===== src/rtl/isps_pkg.sv =====
// Shared types and constants of the isolated plus shape counter.
`timescale 1ns / 1ps
`default_nettype none

package isps_pkg;

    // Register map of the configuration port
    localparam int CFG_DATA_W = 7;
    localparam int CFG_IDX_W  = 1;
    localparam logic [CFG_IDX_W-1:0] CFG_IMAGE_WIDTH  = 1'd0;
    localparam logic [CFG_IDX_W-1:0] CFG_IMAGE_HEIGHT = 1'd1;

    // Result word
    localparam int COUNT_W = 10;
    localparam logic [COUNT_W-1:0] COUNT_MAX = 10'd1023;

    // Lanes carried by every cell of the line chain
    localparam int LANES     = 4;
    localparam int LANE_ROW1 = 0;   // pixel one row above
    localparam int LANE_ROW2 = 1;   // pixel two rows above
    localparam int LANE_ROW3 = 2;   // pixel three rows above
    localparam int LANE_CAND = 3;   // plus candidate still waiting on the row below

    // Position flags of the incoming pixel, handed to the window logic
    typedef struct packed {
        logic row_ge2;
        logic row_ge3;
        logic col_ge2;
        logic col_ge3;
        logic col_has_right;
        logic row_last;
    } isps_pos_t;

    // Window verdicts handed back to the top level
    typedef struct packed {
        logic cand;
        logic hit_now;
        logic hit_below;
    } isps_eval_t;

endpackage

`default_nettype wire


===== src/rtl/isps_cell.sv =====
// One slot of the variable-length line chain, holding one column of every lane.
`timescale 1ns / 1ps
`default_nettype none

module isps_cell
    import isps_pkg::*;
(
    input  wire logic             clk,
    input  wire logic             shift,
    input  wire logic             is_tail,
    input  wire logic [LANES-1:0] ins,
    input  wire logic [LANES-1:0] nbr,
    output logic      [LANES-1:0] q
);

    logic [LANES-1:0] q_reg;
    logic [LANES-1:0] q_next;

    // the tail slot takes the new column, every other slot takes its neighbour
    assign q_next = is_tail ? ins : nbr;

    always_ff @(posedge clk)
    begin
        if (shift)
        begin
            q_reg <= q_next;
        end
    end

    assign q = q_reg;

endmodule

`default_nettype wire


===== src/rtl/isps_plus_eval.sv =====
// Column history and the plus shape test on the window around the incoming pixel.
`timescale 1ns / 1ps
`default_nettype none

module isps_plus_eval
    import isps_pkg::*;
(
    input  wire logic             clk,
    input  wire logic             shift,
    input  wire logic             pixel,
    input  wire logic [LANES-1:0] head,
    input  wire logic             row1_ahead,
    input  wire isps_pos_t        pos,
    output isps_eval_t            verdict
);

    // history of the current row and of the three rows above
    logic x1_reg, x2_reg;
    logic ah1_reg, ah2_reg, ah3_reg;
    logic bh1_reg, bh2_reg;
    logic ch1_reg;

    logic a0, b0, c0, cand_out;
    logic centre_ok;
    logic cand;

    assign a0       = head[LANE_ROW1];
    assign b0       = head[LANE_ROW2];
    assign c0       = head[LANE_ROW3];
    assign cand_out = head[LANE_CAND];

    always_ff @(posedge clk)
    begin
        if (shift)
        begin
            x1_reg  <= pixel;
            x2_reg  <= x1_reg;
            ah1_reg <= a0;
            ah2_reg <= ah1_reg;
            ah3_reg <= ah2_reg;
            bh1_reg <= b0;
            bh2_reg <= bh1_reg;
            ch1_reg <= c0;
        end
    end

    // centre sits one row up and one column left of the incoming pixel
    assign centre_ok = pos.row_ge2 & pos.col_ge2;

    always_comb
    begin
        cand = centre_ok
             & ah1_reg & a0 & ah2_reg & bh1_reg & x1_reg
             & ~bh2_reg & ~b0 & ~x2_reg & ~pixel
             & ~(pos.row_ge3 & ch1_reg)
             & ~(pos.col_ge3 & ah3_reg)
             & ~(pos.col_has_right & row1_ahead);

        verdict.cand      = cand;
        // no second row below the centre: the far cell lies outside, count now
        verdict.hit_now   = cand & pos.row_last;
        // candidate from one row back meets its far lower cell
        verdict.hit_below = pos.row_ge2 & cand_out & ~x1_reg;
    end

endmodule

`default_nettype wire


===== src/rtl/isolated_plus_shape_counter.sv =====
// Top level of the isolated plus shape counter: counters, line chain and result register.
`timescale 1ns / 1ps
`default_nettype none

// Counts isolated plus shapes in a binary frame fed one pixel per word in raster
// order. A plus is an interior centre whose four axis neighbours are set, whose
// four diagonals are clear and whose four cells two steps out along the axes are
// clear or off the frame. The block takes one pixel every clock cycle, with no
// gap between rows or frames; the only pause comes from a result word that is
// held on a stalled output while the next result is already due. Frame size comes
// from image_width and image_height (0 acts as 1, values above the maximum act as
// the maximum); any write restarts the frame. Previous rows live in a chain of
// one-column cells, one per possible column, and each pixel is loaded into the
// cell at the current width so that it comes out of the head one row later. The
// test for a centre runs when the pixel diagonally below-right of it arrives; a
// passing centre is parked in its own lane of the chain until the pixel two rows
// below it arrives, or is counted at once on the second to last row. The result
// word (count saturating at 1023, and too_small when a side is under three,
// count then zero) appears on the cycle after the last pixel of the frame.
module isolated_plus_shape_counter
    import isps_pkg::*;
#(
    parameter int MAX_WIDTH  = 64,
    parameter int MAX_HEIGHT = 64
)
(
    input  wire logic                  clk,
    input  wire logic                  rst_n,

    input  wire logic                  cfg_we,
    input  wire logic [CFG_IDX_W-1:0]  cfg_index,
    input  wire logic [CFG_DATA_W-1:0] cfg_data,

    input  wire logic                  in_valid,
    output logic                       in_stall,
    input  wire logic                  pixel,

    output logic                       out_valid,
    input  wire logic                  out_stall,
    output logic [COUNT_W-1:0]         plus_count,
    output logic                       too_small
);

    // a 7-bit register cannot ask for more than 127 columns or rows
    localparam int CELLS = (MAX_WIDTH  < 127) ? MAX_WIDTH  : 127;
    localparam int ROWS  = (MAX_HEIGHT < 127) ? MAX_HEIGHT : 127;
    localparam int COL_W = $clog2(CELLS);
    localparam int ROW_W = $clog2(ROWS);
    localparam int RST_W = (CELLS < 64) ? CELLS : 64;
    localparam int RST_H = (ROWS  < 64) ? ROWS  : 64;

    // effective size minus one
    logic [CFG_DATA_W-1:0] wm1_reg, wm1_next;
    logic [CFG_DATA_W-1:0] hm1_reg, hm1_next;
    logic [CFG_DATA_W-1:0] eff_size;

    logic [COL_W-1:0]      col_reg, col_next;
    logic [ROW_W-1:0]      row_reg, row_next;
    logic [COUNT_W-1:0]    cnt_reg, cnt_next;

    logic                  out_valid_reg, out_valid_next;
    logic [COUNT_W-1:0]    plus_count_reg, plus_count_next;
    logic                  too_small_reg, too_small_next;

    logic                  accept;
    logic                  col_last;
    logic                  row_last;
    logic                  frame_small;
    logic [COUNT_W:0]      cnt_sum;
    logic [COUNT_W-1:0]    cnt_sat;

    logic [LANES-1:0]      line_q [CELLS];
    logic [LANES-1:0]      line_ins;

    isps_pos_t             pos;
    isps_eval_t            verdict;

    // hold only the last pixel of a frame while the previous result word is stalled
    assign in_stall = out_valid_reg & out_stall & col_last & row_last;
    assign accept   = in_valid & ~in_stall;

    assign col_last    = (CFG_DATA_W'(col_reg) == wm1_reg);
    assign row_last    = (CFG_DATA_W'(row_reg) == hm1_reg);
    assign frame_small = (wm1_reg < CFG_DATA_W'(2)) | (hm1_reg < CFG_DATA_W'(2));

    // clamp a written size into 1 .. maximum of the dimension addressed
    always_comb
    begin
        eff_size = cfg_data;
        if (cfg_data == '0)
        begin
            eff_size = CFG_DATA_W'(1);
        end
        else if (cfg_index == CFG_IMAGE_WIDTH && int'(cfg_data) > CELLS)
        begin
            eff_size = CFG_DATA_W'(CELLS);
        end
        else if (cfg_index == CFG_IMAGE_HEIGHT && int'(cfg_data) > ROWS)
        begin
            eff_size = CFG_DATA_W'(ROWS);
        end
    end

    // position flags of the incoming pixel
    always_comb
    begin
        pos.row_ge2       = (row_reg >= ROW_W'(2));
        pos.row_ge3       = (row_reg >= ROW_W'(3));
        pos.col_ge2       = (col_reg >= COL_W'(2));
        pos.col_ge3       = (col_reg >= COL_W'(3));
        pos.col_has_right = ~col_last;
        pos.row_last      = row_last;
    end

    // word pushed into the chain: each row lane feeds the next one down
    always_comb
    begin
        line_ins            = '0;
        line_ins[LANE_ROW1] = pixel;
        line_ins[LANE_ROW2] = line_q[0][LANE_ROW1];
        line_ins[LANE_ROW3] = line_q[0][LANE_ROW2];
        line_ins[LANE_CAND] = verdict.cand;
    end

    for (genvar i = 0; i < CELLS; i++)
    begin : g_line
        logic [LANES-1:0] nbr;

        if (i == CELLS - 1)
        begin : g_end
            assign nbr = line_ins;
        end
        else
        begin : g_mid
            assign nbr = line_q[i+1];
        end

        isps_cell u_cell
        (
            .clk     (clk),
            .shift   (accept),
            .is_tail (wm1_reg == CFG_DATA_W'(i)),
            .ins     (line_ins),
            .nbr     (nbr),
            .q       (line_q[i])
        );
    end

    isps_plus_eval u_eval
    (
        .clk        (clk),
        .shift      (accept),
        .pixel      (pixel),
        .head       (line_q[0]),
        .row1_ahead (line_q[(CELLS > 1) ? 1 : 0][LANE_ROW1]),
        .pos        (pos),
        .verdict    (verdict)
    );

    // up to two shapes can complete on one pixel; saturate at the top
    assign cnt_sum = {1'b0, cnt_reg} + (COUNT_W+1)'(verdict.hit_now)
                   + (COUNT_W+1)'(verdict.hit_below);
    assign cnt_sat = (cnt_sum > {1'b0, COUNT_MAX}) ? COUNT_MAX : cnt_sum[COUNT_W-1:0];

    always_comb
    begin
        wm1_next        = wm1_reg;
        hm1_next        = hm1_reg;
        col_next        = col_reg;
        row_next        = row_reg;
        cnt_next        = cnt_reg;
        out_valid_next  = out_valid_reg & out_stall;
        plus_count_next = plus_count_reg;
        too_small_next  = too_small_reg;

        if (cfg_we)
        begin
            // any write restarts the frame
            case (cfg_index)
                CFG_IMAGE_WIDTH:  wm1_next = eff_size - CFG_DATA_W'(1);
                CFG_IMAGE_HEIGHT: hm1_next = eff_size - CFG_DATA_W'(1);
                default:          ;
            endcase
            col_next = '0;
            row_next = '0;
            cnt_next = '0;
        end
        else if (accept)
        begin
            if (!col_last)
            begin
                col_next = col_reg + COL_W'(1);
                cnt_next = cnt_sat;
            end
            else if (!row_last)
            begin
                col_next = '0;
                row_next = row_reg + ROW_W'(1);
                cnt_next = cnt_sat;
            end
            else
            begin
                // last pixel of the frame: issue the result word
                col_next        = '0;
                row_next        = '0;
                cnt_next        = '0;
                out_valid_next  = 1'b1;
                plus_count_next = frame_small ? '0 : cnt_sat;
                too_small_next  = frame_small;
            end
        end
    end

    always_ff @(posedge clk or negedge rst_n)
    begin
        if (!rst_n)
        begin
            wm1_reg       <= CFG_DATA_W'(RST_W - 1);
            hm1_reg       <= CFG_DATA_W'(RST_H - 1);
            col_reg       <= '0;
            row_reg       <= '0;
            cnt_reg       <= '0;
            out_valid_reg <= 1'b0;
        end
        else
        begin
            wm1_reg       <= wm1_next;
            hm1_reg       <= hm1_next;
            col_reg       <= col_next;
            row_reg       <= row_next;
            cnt_reg       <= cnt_next;
            out_valid_reg <= out_valid_next;
        end
    end

    always_ff @(posedge clk)
    begin
        plus_count_reg <= plus_count_next;
        too_small_reg  <= too_small_next;
    end

    assign out_valid  = out_valid_reg;
    assign plus_count = plus_count_reg;
    assign too_small  = too_small_reg;

endmodule

`default_nettype wire


===== config.mk =====
export PLATFORM = sky130hd
export DESIGN_NAME = isolated_plus_shape_counter
export DESIGN_NICKNAME = d
export VERILOG_FILES = /design/src/rtl/isps_pkg.sv /design/src/rtl/isps_cell.sv /design/src/rtl/isps_plus_eval.sv /design/src/rtl/isolated_plus_shape_counter.sv
export SDC_FILE = /design/constraint.sdc
export NUM_CORES = 1
export LEC_CHECK = 0
export ABC_AREA = 1
export BUFFER_PORTS_ARGS = -buffer_cell sky130_fd_sc_hd__buf_2
export CORE_ASPECT_RATIO = 0.7
export CORE_MARGIN = 1
export CORE_UTILIZATION = 45
export CTS_BUF_LIST = sky130_fd_sc_hd__clkbuf_4
export DETAILED_ROUTE_END_ITERATION = 7
export GPL_ROUTABILITY_DRIVEN = 0
export GPL_TIMING_DRIVEN = 0
export SYNTH_ARGS = -nofsm -noshare
export SYNTH_HDL_FRONTEND = slang
export SYNTH_SLANG_ARGS = --single-unit

===== constraint.sdc =====
create_clock -name clk -period 12.09 [get_ports clk]
set_clock_uncertainty 0.1 [all_clocks]
set_input_delay 1.209 -clock clk [delete_from_list [all_inputs] [get_ports clk]]
set_output_delay 1.209 -clock clk [all_outputs]
set_load 0.01 [all_outputs]

Yosys cells after proc, flatten, opt, wreduce, memory -nomap -nowiden
Cells that the tools add are included.
{ "word_totals": {"regBits": 312, "elab_cells": 285} }
{ "classes": {"n_addsub": 5, "n_lt_le_gt_ge": 8, "eq_ne": 64, "muxes": 82, "bitwise": 36, "reduce_logical": 10} }
{ "op_table": {"columns": ["cell", "n"], "rows": [
  ["$mux 4", 63],
  ["$eq 7x6->1 const B", 31],
  ["$eq 7x5->1 const B", 16],
  ["$eq 7x4->1 const B", 8],
  ["$mux 10", 5],
  ["$mux 6", 7],
  ["$eq 7x3->1 const B", 4],
  ["$ge 6x2->1 const B", 4],
  ["$and 1x1->1", 23],
  ["$mux 7", 3],
  ["$eq 6x7->1", 2],
  ["$eq 7x2->1 const B", 2],
  ["$logic_not 7->1", 2],
  ["$lt 7x2->1 const B", 2],
  ["$add 6x1->6 const B", 2],
  ["$not 1->1", 12],
  ["$add 10x1->11", 1],
  ["$add 11x1->11", 1],
  ["$gt 11x10->1 const B", 1],
  ["$eq 7x1->1 const B", 1],
  ["$gt 7x7->1 const B", 1],
  ["$sub 7x1->7 const B", 1],
  ["$reduce_and 2->1", 3],
  ["$mux 1", 4],
  ["4 further kinds", 6]
]} }

Longest topological paths before layout
Gate-level depths: netlist of the first run.
{ "depth": {"ltp_word": 23, "ltp_mapped": 23, "ltp_nobuf": 22} }

Modules after synthesis
From an unflattened synthesis of the first run, not the netlist that was laid out.
{ "unflattened": {"cells_unflattened": 1562, "area_unflattened_um2": 14296.2} }
{ "by_module_without_submodules": {"columns": ["module", "n_inst", "cells_per_inst", "area_per_inst_um2", "seq_area_each_um2"], "rows": [
  ["isps_cell", 64, 17, 168.9, 120.1],
  ["isolated_plus_shape_counter", 1, 443, 3136.8, 1271.2],
  ["isps_plus_eval", 1, 31, 349.1, 240.2]
]} }

Worst setup path before layout of the first run
Ideal clock, no wire load.
{ "synth_timing": {"path_kind": "in2reg", "startpoint": "input port out_stall", "endpoint": "register g_line[0].u_cell.q_reg[0] (enable)", "setup_ns": 0.612, "arrival_ns": 6.549, "required_time_ns": 11.378, "path_slack_ns": 4.828, "stages": 5, "n_path_buf": 0, "cell_sequence": "nand2_1 > inv_1 > nand3_2 > nand2_4 > inv_1"} }
{ "synth_between": {"elab_chain_cells": 5} }
{ "synth_rtl": {"columns": ["item", "line_no", "source"], "rows": [
  ["start: declaration", "isolated_plus_shape_counter.sv:39", "input wire logic out_stall,"],
  ["$and 1x1->1 (3 in series)", "isolated_plus_shape_counter.sv:79", "assign in_stall = out_valid_reg & out_stall & col_last & row_last;"],
  ["$not 1->1", "isolated_plus_shape_counter.sv:80", "assign accept = in_valid & ~in_stall;"],
  ["$and 1x1->1", "isolated_plus_shape_counter.sv:80", null],
  ["via accept", "isolated_plus_shape_counter.sv:65", "logic accept;"],
  ["end signal: assignment", "isps_cell.sv:26", "q_reg <= q_next;"],
  ["end: declaration", "isps_cell.sv:16", "logic [LANES-1:0] q_reg;"]
]} }
The timed path passes the listed nets, and every way through them passes these cells.
A chain may end at the register's enable or synchronous reset.

Worst setup path after layout of the first run
{ "layout_timing": {"startpoint": "register wm1_reg[4]", "endpoint": "register plus_count_reg[0] (netlist: plus_count[0]), data pin"} }
{ "layout_between": {"elab_chain_cells": 10} }
{ "layout_rtl": {"columns": ["item", "line_no", "source"], "rows": [
  ["start: declaration", "isolated_plus_shape_counter.sv:53", "logic [CFG_DATA_W-1:0] wm1_reg, wm1_next;"],
  ["start signal: assignment", "isolated_plus_shape_counter.sv:218", "wm1_reg <= CFG_DATA_W'(RST_W - 1);"],
  ["start signal: assignment", "isolated_plus_shape_counter.sv:227", "wm1_reg <= wm1_next;"],
  ["$eq 6x7->1 *", "isolated_plus_shape_counter.sv:82", "assign col_last = (CFG_DATA_W'(col_reg) == wm1_reg);"],
  ["$not 1->1 *", "isolated_plus_shape_counter.sv:111", "pos.col_has_right = ~col_last;"],
  ["$and 1x1->1 *", "isps_plus_eval.sv:57", "& ~(pos.col_has_right & row1_ahead);"],
  ["$not 1->1 *", "isps_plus_eval.sv:57", null],
  ["$and 1x1->1 *", "isps_plus_eval.sv:57", null],
  ["via g_line[0].u_cell.ins[3]", "isps_cell.sv:11", "input wire logic [LANES-1:0] ins,"],
  ["$and 1x1->1 *", "isps_plus_eval.sv:61", "verdict.hit_now = cand & pos.row_last;"],
  ["$add 10x1->11 *", "isolated_plus_shape_counter.sv:161", "assign cnt_sum = {1'b0, cnt_reg} + (COUNT_W+1)'(verdict.hit_now)"],
  ["$add 11x1->11 *", "isolated_plus_shape_counter.sv:162", "+ (COUNT_W+1)'(verdict.hit_below);"],
  ["$gt 11x10->1", "isolated_plus_shape_counter.sv:163", "assign cnt_sat = (cnt_sum > {1'b0, COUNT_MAX}) ? COUNT_MAX : cnt_sum[COUNT_W-1:0];"],
  ["$mux 10 *", "isolated_plus_shape_counter.sv:163", null],
  ["end signal: assignment", "isolated_plus_shape_counter.sv:238", "plus_count_reg <= plus_count_next;"],
  ["end: declaration", "isolated_plus_shape_counter.sv:62", "logic [COUNT_W-1:0] plus_count_reg, plus_count_next;"]
]} }
Mark *: on every way through the listed nets, which the timed path passes. The rest lies on a longest branch.

==> results.md, run 1 <==
- The clock net in this run drives a total of 309 sinks.
- In the finished design, the share of the clock period the worst path needs comes to 35.6%.
- The number of CTS-inserted buffers is 79.
- At the pin with the least slew margin, the transition time is 1.11 ns.
- The cell depth of the worst hold path is 0.
- The startpoint of the lowest-slack hold path is g_line[0].u_cell.q[2].
- The detailed router placed 9456 vias in this run.
- The final worst setup slack is 7.79 ns.
- The final-report max-slew violation count is 0.
- The detail route stage leaves a number of antenna-violating nets equal to 0.
- The share of total power in the clock network is 40.2%.
- On the critical path the largest part of the delay comes from simple AND/OR/NAND/NOR gates.
- The critical path crosses 23 cells after its start point.
- The layout cell share with drive strength beyond 1 is 14.2%.
- In this run the standard cell core region covers 0.0290 mm^2.
- The cell row count is 52.
- Static timing analysis puts the maximum clock frequency at 0.232 GHz.
- The reported max-cap violation count is 0.
- The via count of the first global-routing pass is 8767.
- Setup repair after global routing left no endpoint under its margin.
- The overall overflow remaining after global route is 0.
- The part of the total power dissipated in combinational logic is 7.5%.
- The net load switching power is 597 uW.
- The depth of the most critical reg-to-reg path is 23.
- IR analysis of the VDD net gives a maximum drop of 89.3 uV.
- At the end of the flow, the number of nets in the layout was 1383.
- The most critical setup path has its startpoint at wm1_reg[4].
- In this run switching power makes up 24.4% of total power.
- In this run the tightest slew margin relative to its limit is 25.1%.
- The worst setup slack after placement is 7.17 ns.
- The worst path needs 4.30 ns of the cycle, external delays included.
- The floorplan step defined a die boundary enclosing 0.0303 mm^2.
- The initial antenna violation count was 1.
- The floorplan step set the die width to 208 um.
- Dividing the detail-routed via count by the number of cells gives 5.24.
- The slowest cell on the critical path is sky130_fd_sc_hd__dfstp_2.
- In this run, post-CTS repair resized a total of 0 instances.
- Sorting the synthesized cells by area gives the leading types as sky130_fd_sc_hd__edfxtp_1 (61%), sky130_fd_sc_hd__nand2_1 (12%), sky130_fd_sc_hd__o21ai_0 (11%).
- Excluding fillers, the count of instances in the completed layout stands at 1804.
- The average routed wire per standard cell is 16.9 um.
- STA puts the critical path data arrival time at 4.72 ns.
- The critical path required time is 12.51 ns.
- The register area share after synthesis is 68.3%.
- The overall power is 2.45 mW.
- Averaged over all synthesized cells, the footprint is 10.6 um^2.
- The class of the most critical setup path is flip-flop to flip-flop.
- Setup violations remaining at the end of the flow were counted as 0.
- The setup TNS is 0 ns.
- The critical path goes through inv_1 -> nand2_1 -> nand2_1 -> nor2_1 -> nand2_1 -> nor2_4 -> inv_2 -> nand2_1 -> nand2_2 -> clkbuf_2 -> inv_1 -> nand2_1 -> fa_1 -> inv_1 -> ha_1 -> nand2_1 -> nor2_1 -> nand2_1 -> nor2_1 -> nand3_1 -> nand2_1 -> inv_1 -> nor2_1.
- At the later pin of the worst-skew pair, clock insertion delay measures 0.73 ns.
- Before antenna repair, the detailed router went through 5 iterations.
- In this run, flip-flops and latches consume 52.3% of the power.
- The fraction of synthesized cell area taken by the top area cell type is 61.3%.
- The run finished with clean final reports.
- The post-synth net total is 1275.
- STA classifies the critical path endpoint as a flip-flop.
- The number of buffers inserted by hold repair at cts is 0.
- The H-tree was split into 3 levels.
- The total of flip-flops plus latches after synthesis is 309.
- The library cells used most frequently in the layout, excluding fill and tap cells, are sky130_fd_sc_hd__nand2_1 (423), sky130_fd_sc_hd__o21ai_0 (282), sky130_fd_sc_hd__edfxtp_1 (272).
- TritonCTS built the clock tree.
- The placed instance count is 1659.
- The most common library cell in the layout ignoring fill and taps is sky130_fd_sc_hd__nand2_1.
- The register with the most flip-flops in the layout has 256 of them.
- Entering global routing, the biggest net connects 98 pins.
- The leakage power of the design is 6.13 nW.
- The wire length of the first global-routing pass is 48.1 mm.
- The HPWL after detailed placement is 20.0 mm.
- Synthesis produced a netlist whose cell count is 1254.
- The synthesized netlist occupies a cell area of 0.0133 mm^2.
- Counting both buffers and inverters, the worst setup path holds a total of 6.
- On the final layout, the worst hold slack is 0.364 ns.
- The routed design has 30.6 mm of wire.
- The effective utilization at floorplan is 46.0%.
- In the detailed route, the total length drawn on met2 is 11.9 mm.
- Counting stages on the worst path, the most repeated cell is sky130_fd_sc_hd__nand2_1.
- In this run the tool buffered the top-level ports with 25 buffer cells.
- In this run, the number of DRC markers left after iteration 0 of detailed routing was 1024.
- The synthesis warning total is 0.
- Clock-pin slew was measured on the worst setup and hold paths at 0.07 ns.
- The combined global-route utilization of all metal layers is 20.4%.
- Clock tree synthesis selected as its root buffer the cell sky130_fd_sc_hd__clkbuf_4.
- In this run the critical register-to-register path is launched from wm1_reg[4].
- The post-CTS setup repair buffer count is 0.
- After detailed routing, the number of remaining DRC violations is 0.
- The wire length the detailed router placed on met1 is 16.0 mm.
- The die is 146 um tall.
- The cell type contributing the most total cell area after synthesis is sky130_fd_sc_hd__edfxtp_1.
- In this run the top signal layer used is met4.
- STA classifies the critical path startpoint as a flip-flop.
- The class of the tightest hold or removal check is flip-flop to flip-flop.
- In the detailed route, the total length drawn on met3 is 2.03 mm.
- The count of cell types in the netlist is 36.
- On the worst path, the slowest cell contributes a delay of 0.58 ns.
- Along the worst path, the maximum fanout reaches 10.
- Power spread over the standard cell area amounts to 162 mW/mm^2.
- The number of hold violations in the final report is 0.
- After filler insertion, the fill cell instance count of the layout stands at 2638.
- Compared with the post-synthesis result, the final layout area differs by 13.3%.
- Counting along the longest clock path gives a buffer depth of 3.
- 27 I/O pins were placed.
- The internal portion of the total power is 1.85 mW.
==> routing by layer <==
metal	GRT usage [%]	vias to the layer above
met2	25.8	293
met4	7.74	0
met3	5.21	64
met5	0	-
li1	-	4626
met1	32.9	4473
==> synthesized netlist by cell type <==
library cell / number
sky130_fd_sc_hd__fa_1: 1
sky130_fd_sc_hd__inv_2: 4
sky130_fd_sc_hd__xnor2_1: 5
sky130_fd_sc_hd__nand2_1: 423
sky130_fd_sc_hd__o22ai_1: 5
sky130_fd_sc_hd__dfstp_2: 12
sky130_fd_sc_hd__clkinv_1: 2
sky130_fd_sc_hd__o21a_1: 1
sky130_fd_sc_hd__nor3_1: 11
sky130_fd_sc_hd__nand3_2: 2
sky130_fd_sc_hd__ha_1: 6
sky130_fd_sc_hd__o21ai_2: 1
sky130_fd_sc_hd__a21boi_0: 1
sky130_fd_sc_hd__clkbuf_2: 4
sky130_fd_sc_hd__o31ai_1: 1
sky130_fd_sc_hd__dfrtp_1: 25
sky130_fd_sc_hd__or2_2: 2
sky130_fd_sc_hd__edfxtp_1: 272
sky130_fd_sc_hd__o21ai_0: 282
sky130_fd_sc_hd__nor2_1: 58
sky130_fd_sc_hd__nand3b_1: 1
sky130_fd_sc_hd__buf_2: 7
sky130_fd_sc_hd__nand4_1: 5
sky130_fd_sc_hd__nand2_4: 2
sky130_fd_sc_hd__a21oi_1: 4
sky130_fd_sc_hd__o21ai_1: 1
sky130_fd_sc_hd__and3_1: 1
sky130_fd_sc_hd__clkbuf_1: 19
sky130_fd_sc_hd__nand3_1: 24
sky130_fd_sc_hd__o22ai_2: 2
sky130_fd_sc_hd__nor2_4: 2
sky130_fd_sc_hd__xor2_1: 8
sky130_fd_sc_hd__buf_6: 1
sky130_fd_sc_hd__nand2_2: 2
sky130_fd_sc_hd__inv_1: 56
sky130_fd_sc_hd__nor4_1: 1
==> power groups by stage <==
stage | logic, mW | clock network (mW) | registers (mW)
detailed placement | 0.183 | 0 | 1.30
global route | 0.209 | 1.06 | 1.29
CTS | 0.184 | 1.01 | 1.28
finish | 0.185 | 0.984 | 1.28
global placement | 0.177 | 0 | 1.31
floorplan | 0.123 | 0 | 1.30
==> cell families (layout without fill, tap and decap cells) <==
family	count (synthesis)	count (layout)	share of synthesized area (%)
xor+xnor	13	13	0.854
flops	309	309	68.3
fa+ha+maj	7	7	0.713
buf+inv	93	262	2.78
simple gates	534	534	15.9
other cells	0	3	0
compound gates	298	298	11.4
==> area by class of cell <==
type                            instances  area, um^2  area share, %
Timing Repair Buffer                   27         180           1.19
Buffer                                 31         138          0.911
Clock buffer                          124         931           6.16
Multi-Input combinational cell        852        3850           25.5
Sequential cell                       309        9110           60.3
Clock inverter                         18         175           1.16
Antenna cell                            3        7.51         0.0497
Inverter                               62         240           1.59
Tap cell                              378         473           3.13
==> worst paths after layout <==
check	endpoint	slack (ns)
max	plus_count[0]	7.79
min	u_eval.ch1_reg	0.36
max reg2reg	plus_count[0]	7.79
min reg2reg	u_eval.ch1_reg	0.36
max in group asynchronous	cnt_reg[3]	10.77
min in group asynchronous	wm1_reg[6]	0.51
==> stage by stage <==
| stage | utilization [%] | area (um^2) |
|---|---|---|
| after global routing | 52.0 | 15100 |
| after floorplan | - | 13300 |
| after detailed placement | 48.2 | 14000 |
| after CTS | 52.0 | 15100 |
| after global placement | 48.0 | 13900 |
| final | 52.1 | 15100 |
Note: power is estimated with default switching activity, not from simulation.
==> run 2: changes to the inputs <==
==> constraint.sdc (replaced) <==
create_clock -name clk -period 4 [get_ports clk]
set_clock_uncertainty 0.1 [all_clocks]
set_input_delay 0.4 -clock clk [delete_from_list [all_inputs] [get_ports clk]]
set_output_delay 0.4 -clock clk [all_outputs]
set_load 0.01 [all_outputs]
==> results.md, run 2 (same netlist as run 1, synthesis figures left out) <==
- The sequential share of power came to 54.0% (+1.7 points).
- The initial antenna violation count is 2 (+1).
- The number of fill cells is 2627 (-0.42%).
- The number of vias per cell after detailed routing is 5.23 (-0.21%).
- The die outline width is 208 um (unchanged).
- The depth of the most critical reg-to-reg path was 22 (-4.3%).
- The total wire length came to 30.7 mm (+0.53%).
- The critical path required time is 4.51 ns (-8.00 ns).
- The average routed wire per standard cell is 16.9 um (-0.24%).
- The top-level port count is 27 (unchanged).
- The layout cell share with drive strength beyond 1 was 14.0% (-0.23 points).
- The leakage power of the design is 6.18 nW (+0.82%).
- The kind of end point of the critical path is a flip-flop.
- The power density relative to cell area is 470 mW/mm^2 (+190%).
- The number of flip-flops under the largest register name is 256 (unchanged).
- The terminus of the critical flop-to-flop path is cnt_reg[2].
- The actual transition at the worst max-transition pin is 1.05 ns (-0.0641 ns).
- The number of H-tree levels came to 3 (unchanged).
- The net total in the final layout is 1401 (+1.3%).
- The setup TNS is 0 ns (unchanged).
- The internal power consumption is 5.36 mW (+190%).
- The effective utilization at floorplan is 46.0% (unchanged).
- The clock slew seen by the registers of the worst setup and hold paths is 0.08 ns (about the same).
- The first-iteration detailed-routing DRC count is 965 (-5.8%).
- The total iterations of the first detailed-routing run is 6 (+1).
- The number of standard cells in the final layout excluding fillers is 1818 (+0.78%).
- The post-route antenna net violation count is 0 (unchanged).
- In this run the critical register-to-register path is launched from wm1_reg[4].
- The number of setup violations in the final report was 0 (unchanged).
- The via count of the first global-routing pass is 8831 (+0.73%).
- The height of the chip is 146 um (unchanged).
- The kind of launch point of the worst setup path is a flip-flop.
- The final-report max-slew violation count came to 0 (unchanged).
- The HPWL after detailed placement was 20.5 mm (+2.4%).
- The later-pin clock latency in the skew report came to 0.71 ns (-0.02 ns).
- The share of total power in the clock network came to 38.0% (-2.2 points).
- The overall overflow remaining after global route came to 0 (unchanged).
- The TritonCTS clock tree is built.
- The portion of the clock cycle consumed by the worst path in the final layout is 89.0% (+53 points).
- The switching share of total power is 25.2% (+0.80 points).
- The remaining routing DRC violations came to 0 (unchanged).
- The total number of vias was 9509 (+0.56%).
- The placed instance count is 1664 (+0.30%).
- The worst-case vdd ir drop is 220 uV (+150%).
- The class of the tightest hold or removal check is primary input to flip-flop.
- The most common library cell in the layout ignoring fill and taps is sky130_fd_sc_hd__nand2_1.
- The final worst setup slack came to 0.442 ns (-7.34 ns).
- The area enclosed by the die boundary is 0.0303 mm^2 (unchanged).
- The net load switching power came to 1.80 mW (+200%).
- The placeable core region was 0.0290 mm^2 (unchanged).
- The CTS sink count is 309 (unchanged).
- The number of hold violations in the final report is 0 (unchanged).
- The part of the total power dissipated in combinational logic is 8.1% (+0.6 points).
- The number of buffers added on ports is 25 (unchanged).
- The number of CTS-inserted buffers was 79 (unchanged).
- The relative max-transition margin is 29.4% (+4.3 points).
- The reported max-cap violation count is 0 (unchanged).
- The peak fanout along the critical path came to 19 (+9).
- The class of the most critical setup path is flip-flop to flip-flop.
- The combined global-route utilization of all metal layers is 20.8% (+0.39 points).
- The share of the core filled with cells is 52.5% (+0.42 points).
- The library cells used most frequently in the layout, excluding fill and tap cells, are sky130_fd_sc_hd__nand2_1 (423), sky130_fd_sc_hd__o21ai_0 (282), sky130_fd_sc_hd__edfxtp_1 (272).
- The run finished with clean final reports.
- The area growth from synthesis to final layout is 14.2%.
- The capturing instance or port of the critical path is cnt_reg[2].
- The minimum setup slack among reg-to-reg paths is 0.44 ns (-7.34 ns).
- The wire length of the first global-routing pass is 49.2 mm (+2.5%).
- The critical path starts at wm1_reg[4].
- The worst setup slack after placement came to -0.182 ns (-7.35 ns).
- The maximum number of pins on one net before global-route repair is 45 (-54%).
- The post-layout minimum cycle time came to 3.56 ns (-0.746 ns).
- The peak clock frequency supported by timing is 0.281 GHz (+21%).
- The endpoint arrival time on the critical path is 4.07 ns (-0.65 ns).
- Setup repair after global routing left no endpoint under its margin.
- The cell at the root of the clock tree is sky130_fd_sc_hd__clkbuf_4.
- The number of buffers between clock root and the deepest sink is 3 (unchanged).
- The overall power is 7.17 mW (+190%).
- The cell row count was 52 (unchanged).
==> run 2: changes by cell type in the layout (fill, tap and decap cells not counted), moves of 2 or more <==
cell / change
sky130_fd_sc_hd__diode_2: -2
sky130_fd_sc_hd__buf_16: -2
sky130_fd_sc_hd__dlygate4sd3_1: +12
sky130_fd_sc_hd__bufinv_16: -3
sky130_fd_sc_hd__buf_12: +7
sky130_fd_sc_hd__buf_4: +2
sky130_fd_sc_hd__clkinv_1: +8
sky130_fd_sc_hd__clkbuf_4: -6
==> run 2: cell type report <==
type / count / area (um^2) / area share [%]
Sequential cell: 309 / 9110 / 59.8
Multi-Input combinational cell: 852 / 3880 / 25.5
Tap cell: 378 / 473 / 3.11
Inverter: 62 / 236 / 1.55
Clock buffer: 118 / 886 / 5.82
Timing Repair Buffer: 46 / 400 / 2.63
Antenna cell: 1 / 2.50 / 0.0164
Buffer: 30 / 133 / 0.871
Clock inverter: 22 / 110 / 0.723
==> run 2: repair_timing <==
action / CTS / global route
endpoints found under the setup margin: 16 / 20
resized for setup: 2 / 3
hold buffers: 12 / 0
pin swaps: 0 / 1
hold endpoints to repair: 44 / 0
buffers inserted: 0 / 2
==> run 2: metal layers <==
metal	GRT usage [%]	vias up	wire, um
li1	-	4670	-
met1	34.3	4467	16100
met2	26.4	327	12100
met3	4.56	45	2060
met4	6.93	0	478
met5	0	-	0
==> run 2: critical path, cell delays in order, from the launching register on <==
cell and delay (ns):
sky130_fd_sc_hd__dfstp_2 0.59, sky130_fd_sc_hd__inv_1 0.09, sky130_fd_sc_hd__nand2_1 0.06, sky130_fd_sc_hd__nand2_1 0.05, sky130_fd_sc_hd__nor2_1 0.08, sky130_fd_sc_hd__nand2_1 0.09, sky130_fd_sc_hd__nor2_4 0.19, sky130_fd_sc_hd__inv_2 0.07
sky130_fd_sc_hd__nand2_1 0.10, sky130_fd_sc_hd__nand2_4 0.16, sky130_fd_sc_hd__inv_1 0.11, sky130_fd_sc_hd__nand2_1 0.07, sky130_fd_sc_hd__fa_1 0.41, sky130_fd_sc_hd__inv_1 0.12, sky130_fd_sc_hd__ha_1 0.18, sky130_fd_sc_hd__nand2_1 0.10
sky130_fd_sc_hd__nor2_1 0.10, sky130_fd_sc_hd__nand2_1 0.11, sky130_fd_sc_hd__nor2_4 0.17, sky130_fd_sc_hd__nand3_4 0.15, sky130_fd_sc_hd__o21ai_0 0.12, sky130_fd_sc_hd__inv_1 0.07, sky130_fd_sc_hd__o21ai_0 0.15
==> run 2: how the worst min path moves through the flow <==
stage,from,depth (start not counted),slack (ns),to
2_1_floorplan,rst_n,0,0.004,cnt_reg[0]
3_3_place_gp,g_line[0].u_cell.q[2],0,0.31,u_eval.ch1_reg
3_5_place_dp,g_line[0].u_cell.q[2],0,0.31,u_eval.ch1_reg
4_1_cts,cfg_we,4,0.003,col_reg[2]
5_1_grt,cfg_we,4,0.04,row_reg[2]
6_report,cfg_we,4,0.05,col_reg[2]
==> run 2: power by group through the flow <==
stage	clock network, mW	logic (mW)	registers [mW]
after CTS	2.80	0.575	3.87
after detailed placement	0	0.563	3.93
after global placement	0	0.535	3.96
after global routing	2.94	0.658	3.89
after floorplan	0	0.372	3.92
final	2.72	0.578	3.87
==> run 2: through the flow <==
stage	area [um^2]	hold slack [ns]
6_report	15200	0.0506
2_1_floorplan	13300	0.00441
4_1_cts	15200	0.00280
3_5_place_dp	14100	0.314
5_1_grt	15200	0.0410
3_3_place_gp	13900	0.310
==> run 3: changes to the inputs <==
--- a/config.mk
+++ b/config.mk
@@ -16,4 +16,5 @@
 export GPL_TIMING_DRIVEN = 0
 export SYNTH_ARGS = -nofsm -noshare
 export SYNTH_HDL_FRONTEND = slang
+export SYNTH_HIERARCHICAL = 1
 export SYNTH_SLANG_ARGS = --single-unit
==> results.md, run 3 <==
- In the post-synthesis netlist, the biggest area contributors are sky130_fd_sc_hd__edfxtp_1 (58%), sky130_fd_sc_hd__nand2_1 (23%), sky130_fd_sc_hd__dfrtp_1 (4.4%).
- The switching share of total power is 25.7% (+0.56 points).
- sky130_fd_sc_hd__edfxtp_1 takes more of the synthesized area than any other cell.
- The endpoint arrival time on the critical path is 4.07 ns (about the same).
- The critical path required time came to 4.48 ns (-0.03 ns).
- The number of buffers between clock root and the deepest sink is 3 (unchanged).
- The number of flip-flops under the largest register name was 256 (unchanged).
- The relative max-transition margin is 32.8% (+3.4 points).
- The number of vias per cell after detailed routing is 4.87 (-6.8%).
- STA classifies the critical path endpoint as a flip-flop.
- The number of CTS-inserted buffers was 77 (-2.5%).
- The net total in the final layout is 1718 (+23%).
- The die outline width was 215 um (+3.5%).
- The leakage power of the design was 7.22 nW (+17%).
- The total number of vias is 10600 (+11%).
- The remaining routing DRC violations is 0 (unchanged).
- The post-route antenna net violation count came to 0 (unchanged).
- The number of buffers added on ports is 25 (unchanged).
- The multi-input combinational cell area was 0.00460 mm^2 (+19%).
- The family with the most delay on the worst path is simple AND/OR/NAND/NOR gates.
- The routed length on met2 is 12.7 mm (+5.1%).
- The worst register-to-register path begins at col_reg[2].
- sky130_fd_sc_hd__nand2_1 is the most common cell in the netlist.
- The top routing layer in use is met4.
- The fraction of synthesized cell area taken by the top area cell type is 57.8% (-3.5 points).
- The share of the core filled with cells is 52.5% (about the same).
- The share of the synthesized area in compound gates (AO/OA/AOI/OAI) is 1.40% (-10 points).
- The most common library cell in the layout ignoring fill and taps is sky130_fd_sc_hd__nand2_1.
- The total of flip-flops plus latches after synthesis is 312 (+0.97%).
- The area growth from synthesis to final layout is 14.5%.
- The synthesis warning total was 6 (+6).
- The effective utilization at floorplan is 45.8% (-0.15 points).
- The number of fill cells came to 2868 (+9.2%).
- The class of the most critical setup path is flip-flop to flip-flop.
- The cell row count is 54 (+3.8%).
- The placeable core region is 0.0312 mm^2 (+7.6%).
- STA classifies the critical path startpoint as a flip-flop.
- The post-cts repair resize count was 0 (-2).
- The number of buffers inserted by hold repair at cts was 18 (+6).
- The power density relative to cell area is 441 mW/mm^2 (-6.3%).
- Ranked by instance count, the synthesized netlist is headed by sky130_fd_sc_hd__nand2_1 (895), sky130_fd_sc_hd__edfxtp_1 (275), sky130_fd_sc_hd__nor2_1 (103), sky130_fd_sc_hd__inv_2 (71), sky130_fd_sc_hd__inv_1 (48).
- The post-synthesis mux area share is 0% (unchanged).
- The worst hold margin is 0.0930 ns (+0.0425 ns).
- The clock slew seen by the registers of the worst setup and hold paths was 0.08 ns (about the same).
- The synthesized instance count is 1562 (+25%).
- The post-synth design cell area was 0.0143 mm^2 (+7.2%).
- The peak fanout along the critical path is 6 (-13).
- The height of the chip is 151 um (+3.5%).
- TritonCTS built the clock tree.
- The part of the total power dissipated in combinational logic is 9.3% (+1.2 points).
- The via count of the first global-routing pass is 9759 (+11%).
- The internal power consumption is 5.36 mW (about the same).
- The flow ran to the end, and the final reports show no timing, DRC or antenna violations.
- Leaving out fill and tap cells, the most frequent cells in the layout are sky130_fd_sc_hd__nand2_1 (895), sky130_fd_sc_hd__edfxtp_1 (275), sky130_fd_sc_hd__clkbuf_4 (111).
- The combined global-route utilization of all metal layers is 20.3% (-0.48 points).
- The later-pin clock latency in the skew report is 0.76 ns (+0.05 ns).
- The combinational family with the most area after synthesis is simple AND/OR/NAND/NOR gates.
- The critical path starts at col_reg[2].
- The cell at the root of the clock tree is sky130_fd_sc_hd__clkbuf_4.
- The CTS sink count is 312 (+0.97%).
- The wire length the detailed router placed on met1 came to 16.0 mm (-0.23%).
- The routed length on met3 is 2.24 mm (+8.4%).
- The dominant cell type by count on the critical path is sky130_fd_sc_hd__nand2_1.
- The area enclosed by the die boundary is 0.0325 mm^2 (+7.1%).
- The first-iteration detailed-routing DRC count was 985 (+2.1%).
- The average routed wire per standard cell was 14.6 um (-14%).
- The number of hold violations in the final report is 0 (unchanged).
- The post-CTS setup repair buffer count was 0 (unchanged).
- The reported max-cap violation count is 0 (unchanged).
- Among all stages on the critical path, the largest delay is contributed by sky130_fd_sc_hd__nor4_1.
- The portion of the clock cycle consumed by the worst path in the final layout is 89.6% (+0.61 points).
- The net load switching power is 1.86 mW (+2.9%).
- Walking the worst path, the cells encountered are nor4_1 -> nand2_1 -> nand2_1 -> nand2_1 -> nor2_2 -> nand3_2 -> nor2_2 -> fa_1 -> ha_1 -> nand2_1 -> nor3_2 -> nand4_1 -> inv_2 -> or2_2 -> inv_1 -> nor2_1.
- The post-synth net total is 1583 (+24%).
- The final worst setup slack is 0.417 ns (-0.0246 ns).
- The share of synthesized flip-flops with an asynchronous set or reset came to 11.9% (-0.12 points).
- The per-instance average area after synthesis is 9.15 um^2 (-14%).
- The total wire length is 31.6 mm (+2.9%).
- The wire length of the first global-routing pass is 51.3 mm (+4.2%).
- The area taken by flip-flops and latches came to 0.00920 mm^2 (+0.99%).
- The register area share after synthesis is 64.3% (-4.0 points).
- The sequential share of power is 54.3% (+0.3 points).
- The share of total power in the clock network is 36.4% (-1.6 points).
- The number of H-tree levels was 3 (unchanged).
- The post-layout minimum cycle time came to 3.58 ns (+0.0246 ns).
- The total iterations of the first detailed-routing run is 5 (-1).
- The post-synthesis xor/xnor area fraction is 0.919% (+0.065 points).
- The final-report max-slew violation count was 0 (unchanged).
- Setup repair after global routing left no endpoint under its margin.
- The simple-gate area share of the yosys netlist is 29.2% (+13 points).
- The number of enable-type register cells in the synthesized netlist is 275 (+1.1%).
- The largest stage delay on the critical path is 0.60 ns (about the same).
- The area share of fa/ha/maj cells after synthesis was 0.665% (-0.048 points).
- The top-level port count was 27 (unchanged).
- The peak clock frequency supported by timing came to 0.279 GHz (-0.69%).
- The worst setup slack after placement is 0.551 ns (+0.733 ns).
- The count of cell types in the netlist is 39 (+8.3%).
- The startpoint of the lowest-slack hold path is cfg_data[6].
- The layout cell share with drive strength beyond 1 was 15.1% (+1.1 points).
- The number of setup violations in the final report is 0 (unchanged).
- The main flop type after synthesis is sky130_fd_sc_hd__edfxtp_1.
- The initial antenna violation count was 2 (unchanged).
- The worst-case vdd ir drop is 243 uV (+10%).
- The class of the tightest hold or removal check is primary input to flip-flop.
- The HPWL after detailed placement is 20.5 mm (-0.12%).
- The critical path buffer and inverter count is 2 (-3).
- The actual transition at the worst max-transition pin is 1.00 ns (-0.0465 ns).
- The maximum number of pins on one net before global-route repair is 68 (+51%).
- The overall overflow remaining after global route was 0 (unchanged).
-- run 3: through the flow --
stage / area [um^2] / instances / setup TNS [ns] / total power, mW
4_1_cts: 16400 / 2167 / 0 / 7.31
3_3_place_gp: 15000 / 2007 / -970.55 / 4.61
2_1_floorplan: 14300 / 1562 / -463.38 / 4.38
3_5_place_dp: 15300 / 2020 / 0 / 4.65
6_report: 16400 / 2170 / 0 / 7.22
5_1_grt: 16400 / 2170 / 0 / 7.57
-- run 3: area by class of cell --
type / count / area share, %
clock buffer: 111 / 5.09
sequential: 312 / 56.2
buffer: 9 / 0.306
timing repair buffer: 56 / 3.74
tap: 420 / 3.21
multi-input combinational: 1122 / 28.1
clock inverter: 18 / 0.581
antenna: 3 / 0.0458
inverter: 119 / 2.75
-- run 3: final timing paths --
check,end,slack [ns],depth (start not counted)
min in group asynchronous,col_reg[2],0.21,2
setup / recovery,plus_count[1],0.42,16
hold / removal,hm1_reg[3],0.09,6
setup reg to reg,plus_count[1],0.42,16
hold reg to reg,u_eval/ch1_reg,0.33,0
max in group asynchronous,cnt_reg[0],3.02,2
-- run 3: cell families (layout without fill, tap and decap cells) --
family / after synthesis / after routing
XOR/XNOR: 15 / 15
AND/OR/NAND/NOR: 1064 / 1064
buffers and inverters: 128 / 313
other: 0 / 3
flip-flops: 312 / 312
AO/OA/AOI/OAI: 36 / 36
adder cells (fa/ha/maj): 7 / 7
-- run 3: power by group through the flow --
stage / registers (mW) / logic [mW] / clock network, mW
after global routing: 3.94 / 0.763 / 2.87
final: 3.92 / 0.674 / 2.62
after floorplan: 3.99 / 0.392 / 0
after global placement: 4.06 / 0.555 / 0
after CTS: 3.92 / 0.679 / 2.71
after detailed placement: 3.98 / 0.662 / 0
-- run 3: metal layers --
metal	vias up	global-route usage, %
met5	-	0
met4	0	6.52
met3	53	5.62
met2	268	28.1
met1	4929	30.6
li1	5328	-
-- run 3: worst register-to-register path, delay by kind of cell, from the launching register on --
family / cells / cell delay (ns)
buffers and inverters: 2 / 0.25
flip-flops: 1 / 0.48
AND/OR/NAND/NOR: 12 / 2.21
adder cells (fa/ha/maj): 2 / 0.36
